[config.mk]
export PLATFORM = sky130hd
export DESIGN_NAME = obbsat_fifo
export DESIGN_NICKNAME = d
export VERILOG_FILES = /design/src/sv/obbsat_pkg.sv /design/src/sv/obbsat_fifo.sv
export SDC_FILE = /design/constraint.sdc
export NUM_CORES = 1
export LEC_CHECK = 0
export BUFFER_PORTS_ARGS = -buffer_cell sky130_fd_sc_hd__buf_2
export CORE_ASPECT_RATIO = 0.8
export CORE_MARGIN = 4
export CORE_UTILIZATION = 50
export CTS_CLUSTER_SIZE = 30
export DETAILED_ROUTE_END_ITERATION = 6
export PLACE_DENSITY = 0.75
export SLEW_MARGIN = 10
export SYNTH_ARGS = -nofsm -noshare
export SYNTH_HDL_FRONTEND = slang
export SYNTH_SLANG_ARGS = --single-unit
[constraint.sdc]
create_clock -name clk -period 7 [get_ports clk]
set_clock_uncertainty 0.05 [all_clocks]
set_input_delay 1.05 -clock clk [delete_from_list [all_inputs] [get_ports clk]]
set_output_delay 1.05 -clock clk [all_outputs]
set_load 0.005 [all_outputs]
[src/sv/obbsat_pkg.sv]
// Shared widths, types and helpers of the box pair overlap test.
package obbsat_pkg;

	localparam int CW    = 32;
	localparam int FB    = 16;
	localparam int NSLOT = 10;
	localparam int NAX   = 15;
	localparam int NFACE = 3;
	localparam int NCRN  = 8;

	localparam int SL_AX   = 1;
	localparam int SL_SIZE = 4;
	localparam int SL_B    = 5;

	localparam int HW   = 2 * CW - FB;
	localparam int KW   = HW + 2;
	localparam int CRW  = HW + 1;
	localparam int MW   = KW;
	localparam int DG   = 13;
	localparam int ND   = (MW + DG - 1) / DG;
	localparam int MWP  = ND * DG;
	localparam int PW   = MW + MWP;
	localparam int DW   = 2 * MW - FB;
	localparam int DOTW = DW + 2;
	localparam int CMPW = DOTW + 2;
	localparam int CNTW = (ND > 1) ? $clog2(ND) : 1;

	typedef struct packed {
		logic                 we;
		logic [3:0]           slot;
		logic signed [CW-1:0] vx;
		logic signed [CW-1:0] vy;
		logic signed [CW-1:0] vz;
		logic                 last;
	} beat_t;

	typedef enum logic [2:0] {
		B_IDLE,
		B_HALF,
		B_CROSS,
		B_PROJ,
		B_CMP,
		B_DONE
	} bst_t;

	function automatic logic [1:0] nxt1(input logic [1:0] c);
		logic [1:0] r;
		case (c)
			2'd0: r = 2'd1;
			2'd1: r = 2'd2;
			default: r = 2'd0;
		endcase
		return r;
	endfunction

	function automatic logic [1:0] nxt2(input logic [1:0] c);
		logic [1:0] r;
		case (c)
			2'd0: r = 2'd2;
			2'd1: r = 2'd0;
			default: r = 2'd1;
		endcase
		return r;
	endfunction

endpackage

[src/sv/obbsat_fifo.sv]
// Two-entry beat queue between the front and the back.
module obbsat_fifo (
	input  logic              clk,
	input  logic              arst_n,
	input  obbsat_pkg::beat_t wr_beat,
	input  logic              wr_vld,
	output logic              wr_rdy,
	output obbsat_pkg::beat_t rd_beat,
	output logic              rd_vld,
	input  logic              rd_rdy
);

	obbsat_pkg::beat_t mem_q [2];
	logic              wp_q;
	logic              rp_q;
	logic [1:0]        cnt_q;
	logic              push;
	logic              pop;

	assign wr_rdy  = (cnt_q != 2'd2);
	assign rd_vld  = (cnt_q != 2'd0);
	assign rd_beat = mem_q[rp_q];
	assign push    = wr_vld && wr_rdy;
	assign pop     = rd_vld && rd_rdy;

	always_ff @(posedge clk or negedge arst_n) begin
		if (!arst_n) begin
			wp_q  <= 1'b0;
			rp_q  <= 1'b0;
			cnt_q <= 2'd0;
		end else begin
			if (push) wp_q <= !wp_q;
			if (pop)  rp_q <= !rp_q;
			cnt_q <= cnt_q + 2'(push) - 2'(pop);
		end
	end

	always_ff @(posedge clk) begin
		if (push) mem_q[wp_q] <= wr_beat;
	end

endmodule

Word level (Yosys, flattened, before mapping)
Memories as Yosys holds them, arrays and structs flattened.
Cells that the tools add are included.
- register bits: 4
- bits in writable memories: 204
- input port bits: 106
- output and inout port bits: 104
- word-level logic and storage cells: 14
- memories: 1
- add/sub/neg operators: 2
- equality and inequality tests: 1
- multiplexer cells: 2
- reduce and logical (&&, ||, !) cells: 5
- memory list (memory ; words ; bits a word ; rd ports ; clocked after Yosys merged registers in ; wr ports ; RTL line ; text):
    mem_q ; 2 ; 102 ; 1 ; 0 ; 1 ; obbsat_fifo.sv:13 ; obbsat_pkg::beat_t mem_q [2];
- operators with widths (operator ; count):
    adder 2 x 1 -> 2 bit ; 1
    logical AND 1 bit ; 2
    zero test 1 bit ; 2
    two-way mux 1 bit ; 2
    inequality test 2 bit, second input constant ; 1
    nonzero test 2 bit ; 1
    subtractor 2 x 1 -> 2 bit ; 1

Longest topological paths before layout
- depth after elaboration: 4
- mapped depth: 5
- mapped depth without buffers: 5

Worst setup path after synthesis
OpenSTA, ideal clock, no wires.
- path type: input port to flip-flop
- start: input wr_vld
- end: memory mem_q[0][0] in the netlist's numbering, enable pin
- library setup time: 0.563 ns
- arrival: 5.369 ns
- required time: 6.387 ns
- slack: 1.018 ns
- cell stages on the path: 2
- path through: nand2_1 nor2_1
- word-level cells in the longest chain between the ends: 3
- RTL lines (element ; RTL line ; text):
    start, declared ; obbsat_fifo.sv:6 ; input logic wr_vld,
    logical AND 1 bit ; obbsat_fifo.sv:23 ; assign push = wr_vld && wr_rdy;
    two-way mux 1 bit ; obbsat_fifo.sv:39 ; if (push) mem_q[wp_q] <= wr_beat;
    two-way mux 1 bit (not written as such) ; obbsat_fifo.sv:39 ;
    end, declared ; obbsat_fifo.sv:13 ;
No other way between the ends.

==> flow_summary.ini <==
[synthesis]
ys_top_cells_by_area = edfxtp_1, mux2_2, dfrtp_1
yosysTopAreaCell = edfxtp_1
synth-edff-count = 204
synth_flop_cell = edfxtp_1
synthesis.nets = 446
avgSynthCellArea_um2 = 22.4
synth_area_mm2 = 0.00760
synth.ff_latch_count = 208
synth_cells = 339
yosysWarningCount = 0
seq_area_frac_synth_pct = 81.9
synthMostInstantiatedCell = edfxtp_1
synthDistinctLibCells = 19
synth.top_cell.area_share_pct = 80.6
synth_common_cells = edfxtp_1, mux2_2, buf_6
async_flop_share_pct = 1.92

[sta]
maxSlewViolCount = 0
fin_crit_sh_pct = 53.0
timing.fmax_mhz = 270
finalSetupViolCount = 0
final.setup.tns_ps = 0
hold_viol = 0
maxSlewHeadroom_pct = 27.6
worst_slack_ps = 3290
layout_min_cycle_time_ps = 3710
worst_slew_pin_slew_ps = 1090
rsz0062_at_grt = no

[global_routing]
grt_pass1_vias = 4213
grt_use_total_pct = 15.9
grt_max_degree = 82
grt_antenna_before_repair = 3
gr-total-overflow = 0
grt_pass1_wl_mm = 22.0

[die]
io_pins = 210
die_x_um = 146
die-area_mm2 = 0.0172
core-area_mm2 = 0.0150
rows = 40
floorplan.initialDensity_pct = 50.8
die_y_um = 118

[clock_tree]
clockRootBuffer = clkbuf_16
tritoncts = yes
clock_latency_ps = 480
clock-sinks = 208
cts_made_buffers = 21
clk_pin_slew_ps = 60
cts_resized = 0
cts_hold_buf = 0
clockBufferDepth = 3
htree_levels = 1
post-cts-setup-buffers = 0

[layout]
area_growth_pct = 24.6
antenna_cells = 0
drive_gt1_share_pct = 60.4
instances_no_fill = 765
nets = 670
final_cell_area_mm2 = 0.00946

[status]
status = complete, no violations

[critical_path]
worstPathCellList = buf_4 -> mux2_2 -> buf_2
arrival_ps = 2610
crit_path_start_kind = flip-flop
worst_setup_path_end_kind = primary output
cp.required_ps = 5900
crit_family = buffers and inverters
crit_type = reg2out
cp_max_fo = 81
crit_slowest_cell = buf_4
path_buf_inv = 2
cpPeakStageDelay_ps = 840

[power]
finalPower_mw = 3.85
ir_drop_mv = 0.409
power.density_mw_per_mm2 = 406
leakagePower_nw = 3.55

[drt]
dr.pass1.iters = 4
ant_nets = 0
drc = 0
wl_mm = 14.0
drt_iter0_markers = 198
vias = 3876
wl_per_cell_um = 18.3
vias_per_cell = 5.07

[min_path]
hold_class = in2async

[place]
placed_cell_area_mm2 = 0.00882
dpl.hpwl_mm = 9.15
gp_congestion = 0.755
post-place-ws_ps = 3700
io_buffers = 209
dp_cells = 729

[run]
cap_violations = 0
==> cell type report <==
cell class | instances | area, µm²
clock buffers | 30 | 589
clock inverters | 6 | 57.6
fillers | 1035 | 5500
multi-input cells | 120 | 1280
flip-flops and latches | 208 | 6230
well taps | 189 | 236
repair buffers | 212 | 1070
==> worst register-to-register path, cell delays in order, from the launching register on <==
cell,delay (ps)
dfrtp_1,420
nand2b_1,190
nand2_1,130
nor2_4,510
buf_4,900
==> power breakdown <==
group	switching [mW]	total [mW]	internal [mW]
sequential	0.0879	1.80	1.71
clock	0.420	1.04	0.621
combinational	0.505	1.01	0.504
total	1.01	3.85	2.83
==> cell usage in the layout, fill, tap and decap left out, types with 2 or more instances in the layout <==
cell,n
dfrtp_1,3
nor2_1,2
clkbuf_16,21
buf_4,3
clkinv_2,3
edfxtp_1,204
xnor2_1,3
mux2_2,102
clkbuf_1,6
nand2_1,2
buf_2,209
clkbuf_8,3
==> final timing paths <==
kind	depth (start not counted)	endpoint	start	slack [ps]
worst max-delay path	3	rd_beat[0]	rp_q	3290
worst min-delay path	1	cnt_q[1]	arst_n	310
worst max register to register	4	mem_q[0][82]	cnt_q[0]	4290
worst min register to register	1	wp_q	wp_q	520
max in group asynchronous	1	rp_q	arst_n	6450
min in group clk	1	wp_q	wp_q	520
==> stage by stage <==
stage	hold WS [ps]	utilization, %
after detailed placement	501	58.9
after global placement	502	58.9
after global routing	298	63.2
after floorplan	410	-
final	311	63.2
after CTS	292	63.2
==> registers in the layout (all words and copies together), names as in the netlist <==
| name | count |
|---|---|
| mem_q | 204 |
| wp_q | 1 |
| rp_q | 1 |
| cnt_q | 2 |
==> metal layers <==
layer / track usage [%] / share of wire, %
met1: 19.8 / 41
met2: 26.2 / 47
met3: 6.40 / 10
met4: 3.97 / 2.1
met5: 0 / 0.29
==> cells by family after synthesis <==
family | synth area share [%]
flops | 82.0
mux | 15.1
buf+inv | 1.33
simple gates | 0.774
compound gates | 0.313
xor+xnor | 0.346
fa+ha+maj | 0.165
(Power assumes the default switching activity.)
