[config.mk]
export PLATFORM = sky130hd
export DESIGN_NAME = obbsat_mul
export DESIGN_NICKNAME = d
export VERILOG_FILES = /design/src/sv/obbsat_pkg.sv /design/src/sv/obbsat_mul.sv
export SDC_FILE = /design/constraint.sdc
export NUM_CORES = 2
export LEC_CHECK = 0
export ABC_AREA = 1
export BUFFER_PORTS_ARGS = -buffer_cell sky130_fd_sc_hd__buf_4
export CAP_MARGIN = 15
export CELL_PAD_IN_SITES_DETAIL_PLACEMENT = 2
export CELL_PAD_IN_SITES_GLOBAL_PLACEMENT = 2
export CORE_MARGIN = 5
export CORE_UTILIZATION = 40
export CTS_BUF_LIST = sky130_fd_sc_hd__clkbuf_4
export CTS_CLUSTER_DIAMETER = 50
export DETAILED_ROUTE_END_ITERATION = 12
export GPL_TIMING_DRIVEN = 0
export PLACE_DENSITY_LB_ADDON = 0.1
export SLEW_MARGIN = 20
export SYNTH_ARGS = -nofsm -noshare
export SYNTH_HDL_FRONTEND = slang
export SYNTH_SLANG_ARGS = --single-unit
[constraint.sdc]
create_clock -name clk -period 22.9 [get_ports clk]
set_clock_uncertainty 0.05 [all_clocks]
set_input_delay 2.29 -clock clk [delete_from_list [all_inputs] [get_ports clk]]
set_output_delay 2.29 -clock clk [all_outputs]
set_load 0.05 [all_outputs]
[src/sv/obbsat_pkg.sv]
// Shared widths, types and helpers of the box pair overlap test.
package obbsat_pkg;

	localparam int CW    = 32;
	localparam int FB    = 16;
	localparam int NSLOT = 10;
	localparam int NAX   = 15;
	localparam int NFACE = 3;
	localparam int NCRN  = 8;

	localparam int SL_AX   = 1;
	localparam int SL_SIZE = 4;
	localparam int SL_B    = 5;

	localparam int HW   = 2 * CW - FB;
	localparam int KW   = HW + 2;
	localparam int CRW  = HW + 1;
	localparam int MW   = KW;
	localparam int DG   = 13;
	localparam int ND   = (MW + DG - 1) / DG;
	localparam int MWP  = ND * DG;
	localparam int PW   = MW + MWP;
	localparam int DW   = 2 * MW - FB;
	localparam int DOTW = DW + 2;
	localparam int CMPW = DOTW + 2;
	localparam int CNTW = (ND > 1) ? $clog2(ND) : 1;

	typedef struct packed {
		logic                 we;
		logic [3:0]           slot;
		logic signed [CW-1:0] vx;
		logic signed [CW-1:0] vy;
		logic signed [CW-1:0] vz;
		logic                 last;
	} beat_t;

	typedef enum logic [2:0] {
		B_IDLE,
		B_HALF,
		B_CROSS,
		B_PROJ,
		B_CMP,
		B_DONE
	} bst_t;

	function automatic logic [1:0] nxt1(input logic [1:0] c);
		logic [1:0] r;
		case (c)
			2'd0: r = 2'd1;
			2'd1: r = 2'd2;
			default: r = 2'd0;
		endcase
		return r;
	endfunction

	function automatic logic [1:0] nxt2(input logic [1:0] c);
		logic [1:0] r;
		case (c)
			2'd0: r = 2'd2;
			2'd1: r = 2'd0;
			default: r = 2'd1;
		endcase
		return r;
	endfunction

endpackage

[src/sv/obbsat_mul.sv]
// Multi-cycle signed fixed-point multiplier, one digit of the multiplier per cycle.
module obbsat_mul (
	input  logic                              clk,
	input  logic                              arst_n,
	input  logic                              start,
	input  logic signed [obbsat_pkg::MW-1:0]  a,
	input  logic signed [obbsat_pkg::MW-1:0]  b,
	output logic                              done,
	output logic signed [obbsat_pkg::DW-1:0]  res
);

	logic [obbsat_pkg::MW-1:0]          am;
	logic [obbsat_pkg::MW-1:0]          bm;
	logic [obbsat_pkg::MW-1:0]          amag_q;
	logic [obbsat_pkg::MWP-1:0]         bmag_q;
	logic                               neg_q;
	logic [obbsat_pkg::PW-1:0]          acc_q;
	logic [obbsat_pkg::CNTW-1:0]        cnt_q;
	logic                               run_q;
	logic                               fin_q;
	logic                               done_q;
	logic signed [obbsat_pkg::DW-1:0]   res_q;
	logic [obbsat_pkg::DG-1:0]          dig;
	logic [obbsat_pkg::MW+obbsat_pkg::DG-1:0] pp;
	logic signed [obbsat_pkg::PW-1:0]   sp;

	assign am   = a[obbsat_pkg::MW-1] ? -a : a;
	assign bm   = b[obbsat_pkg::MW-1] ? -b : b;
	assign dig  = bmag_q[cnt_q*obbsat_pkg::DG +: obbsat_pkg::DG];
	assign pp   = amag_q * dig;
	assign sp   = neg_q ? -acc_q : acc_q;
	assign done = done_q;
	assign res  = res_q;

	always_ff @(posedge clk or negedge arst_n) begin
		if (!arst_n) begin
			run_q  <= 1'b0;
			fin_q  <= 1'b0;
			done_q <= 1'b0;
			cnt_q  <= '0;
		end else begin
			done_q <= fin_q;
			fin_q  <= 1'b0;
			if (start) begin
				run_q <= 1'b1;
				cnt_q <= '0;
			end else if (run_q) begin
				if (cnt_q == obbsat_pkg::CNTW'(obbsat_pkg::ND - 1)) begin
					run_q <= 1'b0;
					fin_q <= 1'b1;
				end
				cnt_q <= cnt_q + 1'b1;
			end
		end
	end

	always_ff @(posedge clk) begin
		if (start) begin
			amag_q <= am;
			bmag_q <= obbsat_pkg::MWP'(bm);
			neg_q  <= a[obbsat_pkg::MW-1] ^ b[obbsat_pkg::MW-1];
			acc_q  <= '0;
		end else if (run_q) begin
			acc_q <= acc_q + (obbsat_pkg::PW'(pp) << (cnt_q * obbsat_pkg::DG));
		end
		if (fin_q) res_q <= obbsat_pkg::DW'(sp >>> obbsat_pkg::FB);
	end

endmodule

=== Word level (Yosys, flattened, before mapping) ===
Cells that the tools add are included.

* $add $sub $neg: 5
* Multipliers: 2
* Divide/modulo/power cells: 0
* Order comparisons: 0
* Equal/unequal tests: 1
* Shift operators: 2
* Mux-type cells: 11
* Bitwise operators: 1
* Reductions and logical operators: 1

{| class="wikitable"
|+ Operators with widths
! operator !! number
|-
| adder 102 bit || 1
|-
| left shift 63 x 6 -> 102 bit || 1
|-
| two-way mux 100 bit || 1
|-
| negator 100 bit || 1
|-
| negator 50 bit || 2
|-
| two-way mux 49 bit || 2
|-
| multiplier 50 x 13 -> 63 bit || 1
|-
| variable part select 52 x 7 -> 13 bit || 1
|-
| multiplier 2 x 4 -> 6 bit (second input constant) || 1
|-
| two-way mux 1 bit || 6
|-
| two-way mux 2 bit || 2
|-
| adder 2 x 1 -> 2 bit (second input constant) || 1
|-
| == test 2 bit (second input constant) || 1
|-
| nonzero test 2 bit || 1
|-
| bitwise XOR 1 bit || 1
|}

* Register bits after elaboration: 292
* Bits in latches: 0
* Memory bits (writable): 0
* Bits in read-only memories: 0
* Bits of input ports: 103
* Output and inout port bits: 85
* Logic and storage cells: 34
* Memories kept: 0

=== Logic depth before layout (Yosys ltp) ===
* Depth after elaboration: 5
* Depth in mapped cells: 62
* Mapped depth without buffers: 59

=== Worst setup path before layout ===
No wires, ideal clock.

* Path kind: register to register
* Start point: register cnt_q[0] in the netlist's numbering
* End point: register acc_q[98] in the netlist's numbering
* Library setup time: 0.115 ns
* Arrival: 8.808 ns
* Path slack: 13.927 ns
* Cell stages (with the launch flop): 52
* Buffers on the path: 5
* Path through: dfrtp_1 -> buf_2 -> clkinv_1 -> buf_2 -> buf_2 -> buf_1 -> nand2_1 -> a31oi_1 -> clkbuf_1 -> nand2_1 -> fa_1 -> inv_1 -> fa_1 -> fa_1 -> fa_1 -> inv_1 -> fa_1 -> inv_1 -> [16 not listed] -> nand3_1 -> nand3_1 -> o21ai_0 -> ha_1 -> nand2_1 -> nor2_1 -> inv_1 -> nor2_1 -> inv_1 -> nor4_1 -> nand3_1 -> nand3_1 -> nand3_1 -> o211ai_1 -> a21oi_1 -> xnor2_1 -> o21ai_0 -> inv_1

* Word-level cells in the longest chain between the ends: 5

{| class="wikitable"
|+ RTL lines
! element !! line !! RTL
|-
| start, declared || obbsat_mul.sv:18 || <nowiki>logic [obbsat_pkg::CNTW-1:0] cnt_q;</nowiki>
|-
| start signal, assigned || obbsat_mul.sv:52 || <nowiki>cnt_q <= cnt_q + 1'b1;</nowiki>
|-
| multiplier 2 x 4 -> 6 bit * || obbsat_mul.sv:29, obbsat_mul.sv:64 ||
|-
| variable part select 52 x 7 -> 13 bit || obbsat_mul.sv:29 || <nowiki>assign dig = bmag_q[cnt_q*obbsat_pkg::DG +: obbsat_pkg::DG];</nowiki>
|-
| multiplier 50 x 13 -> 63 bit || obbsat_mul.sv:30 || <nowiki>assign pp = amag_q * dig;</nowiki>
|-
| left shift 63 x 6 -> 102 bit * || obbsat_mul.sv:64 || <nowiki>acc_q <= acc_q + (obbsat_pkg::PW'(pp) << (cnt_q * obbsat_pkg::DG));</nowiki>
|-
| adder 102 bit * || obbsat_mul.sv:64 ||
|-
| end signal, assigned || obbsat_mul.sv:64 ||
|-
| end, declared || obbsat_mul.sv:17 || <nowiki>logic [obbsat_pkg::PW-1:0] acc_q;</nowiki>
|}

Every way passes the cells marked *; elsewhere a longest branch is shown, timed or not.
A chain may end at the register's enable or synchronous reset.

=== Worst setup path after layout ===
* Start point: register cnt_q[0] in the netlist's numbering
* End point: register acc_q[87] in the netlist's numbering

Same word-level chain as after synthesis.

==> metrics.cfg <==
[floorplanning]
io_pins = 188
dieArea_um2 = 126000
initial_core_util = 0.403
die_width_um = 355
core_region_area_um2 = 118000
fp-row-count = 126
die_h_um = 355

[global_routing]
grt_pass1_vias = 60166
grt_first_pass_wirelength_um = 417000
antenna_found_initial = 21
grt_max_degree = 57
grt_use_total = 0.453
grt-ovfl-total = 0

[finish]
drive_gt1_frac = 0.0687
fillCellCount = 14407
finalNetCount = 8143
area_growth_pct = 10.2

[sta]
maxSlewHeadroom = 0.146
period_share = 0.704
worst_pin_slew_ns = 1.28
maxSlewViolCount = 0
rsz0062_at_grt = false
tns_ns = 0
final_hold_viol_count = 0
setup_viol = 0
max_freq_ghz = 0.0621
min_period_ns = 16.11

[detailed_routing]
avgRoutedWirePerCell_um = 32.7
drc = 0
met1_length_um = 111000
drt_iter0_drc = 5246
highest_layer = met5
drtAntennaViolNets = 0
vias = 54042
wl_met2_um = 130000
wl_met3_um = 27300
drt-pass1-iter-count = 7
vias_per_cell = 6.06
wl_um = 292000

[yosys]
synth_edf_count = 185
ys_types = 67
yosysWarnings = 0
synth_area_um2 = 47600
synth_ff_type = edfxtp_1
synth.ff_latch_count = 290
postSynthCellCount = 7010
yosysSeqAreaShare = 0.161
synth_nets = 7853
syn_avg_cell_area_um2 = 6.80
async_flop_share = 0.0172

[placed_design]
place_congestion = 1.02
place_hpwl_um = 237000
port_buffers = 186

[job]
cap_violations = 0

[clock_network]
cts_buffers = 91
clkTransAtPathRegs_ns = 0.07
htreeDepth = 3
cts_tree = done
cts_root_buf = clkbuf_4
insertion_delay_ns = 1.12
cts_sinks = 290
cts_setup_buffers = 0
cts_hold_buffers = 0
clk_path_buf_depth = 3
cts_resized = 0

[worst_setup_path]
rr_endpoint = acc_q[87]
critPathSlowestCell = o21ai_0
endpoint_kind = flip-flop
crit_fanout = 10
crit_arrival_ns = 17.02
cp_common_cell = nand2_1
path_class = flip-flop to flip-flop
cpPeakStageDelay_ns = 0.94
crit_required_ns = 23.81
worstReg2RegStart = cnt_q[0]
ff2ff_path_depth = 47
r2r_slack_ns = 6.79
critPathLaunchType = flip-flop

[hold_path]
holdCritStartpoint = acc_q[0]
min_to = acc_q[0]
hp-class = flip-flop to flip-flop
worst_hold_path.num_cells = 2

[run_status]
status = finished clean

## registers in the layout, summed over array words and instances, names as in the netlist
name    flops
acc_q     100
amag_q     50
bmag_q     50
cnt_q       2
done        1
fin_q       1
neg_q       1
res        84
run_q       1
## cell usage in the layout, fill, tap and decap left out, types with 41 or more instances in the layout
master and instances:
a21oi_1 261, a31oi_1 45, xnor2_1 78, nand2_1 1702
nand4_1 41, inv_1 1442, o21ai_0 398, nand3_1 343
fa_1 529, nor3_1 53, ha_1 211, edfxtp_1 185
nor4_1 58, buf_4 187, clkbuf_1 121, o21ai_1 58
buf_1 80, clkbuf_4 138, nor2_1 775, dfxtp_1 100
xor2_1 204
## kinds of logic after synthesis
kind of cell,Yosys count,share of synthesized area
adder cells (fa/ha/maj),740,0.278
AO/OA/AOI/OAI,920,0.108
buffers and inverters,1699,0.135
multiplexers,8,0.00168
XOR/XNOR,282,0.0518
flip-flops,290,0.161
AND/OR/NAND/NOR,3071,0.265
## routing by layer
layer	GRT usage	up-vias
met2	0.724	3169
li1	-	22260
met4	0.289	10
met5	0	-
met3	0.121	1144
met1	0.543	27459
## final cells by class
class                      instances  area, um^2  share of cell area
multi-input combinational       5021       33700               0.641
sequential                       290        7690               0.146
inverter                        1460        5480               0.104
tap                             1536        1920              0.0366
timing repair buffer             197        1570              0.0300
clock buffer                     138        1040              0.0197
buffer                           239         945              0.0180
clock inverter                    32         173             0.00329
antenna                           11        27.5            0.000524
## synthesized netlist by cell type (6+ instances only)
master,instances,area share
nand2_1,1702,0.13
inv_1,1442,0.11
nor2_1,775,0.061
fa_1,529,0.22
o21ai_0,400,0.042
nand3_1,343,0.036
a21oi_1,261,0.027
ha_1,211,0.055
xor2_1,204,0.038
edfxtp_1,185,0.12
clkbuf_1,128,0.010
dfxtp_1,100,0.042
buf_1,83,0.0065
xnor2_1,78,0.014
nor4_1,59,0.0077
o21ai_1,56,0.0059
nor3_1,53,0.0056
a31oi_1,52,0.0068
nand4_1,41,0.0054
buf_2,28,0.0029
o21a_1,23,0.0036
or2_2,22,0.0029
a21o_1,19,0.0030
nor2_2,18,0.0024
o211ai_1,13,0.0020
o22ai_1,13,0.0017
o31ai_1,12,0.0019
a21oi_2,10,0.0018
inv_2,10,0.00079
o21ai_2,10,0.0018
clkinv_1,8,0.00063
mux2i_1,8,0.0017
nor3_2,8,0.0017
o21bai_1,8,0.0013
or2_1,8,0.0011
and2_1,7,0.00092
nand2_2,7,0.00092
nand3_2,7,0.0015
nand3b_1,7,0.0011
a31o_2,6,0.0011
## per-stage QoR
| stage | area (um^2) | util | cells | setup WS (ns) | hold WS (ns) |
|---|---|---|---|---|---|
| after CTS | 52400 | 0.443 | 8911 | 8.08 | 0.501 |
| after global routing | 52500 | 0.444 | 8918 | 6.80 | 0.521 |
| final | 52500 | 0.444 | 8924 | 6.79 | 0.516 |
| after global placement | 51000 | 0.431 | 8732 | 8.10 | 0.426 |
| after detailed placement | 51200 | 0.433 | 8741 | 8.18 | 0.493 |
| after floorplan | 47600 | - | 7010 | 13.93 | 0.409 |
## worst max-delay path, delay by kind of cell (launching register included)
family                     cells  cell delay [ns]
AOI/OAI and AO/OA             10             3.77
xor gates and xnor gates       2             0.29
adders and majority gates      7             4.26
buffers and inverters         11             3.52
DFF                            1             0.37
and+or+nand+nor               17             3.59
## how the worst max path moves through the flow
stage / start / end / slack, ns
after floorplan: cnt_q[0] / acc_q[98] / 13.93
after global routing: cnt_q[0] / acc_q[87] / 6.80
after detailed placement: cnt_q[0] / acc_q[87] / 8.18
after CTS: cnt_q[0] / acc_q[98] / 8.08
final: cnt_q[0] / acc_q[87] / 6.79
after global placement: cnt_q[0] / acc_q[91] / 8.10
Power is left out: the tool's default activity adds up to more than one toggle a clock period on the data nets, which glitch-free logic cannot reach.
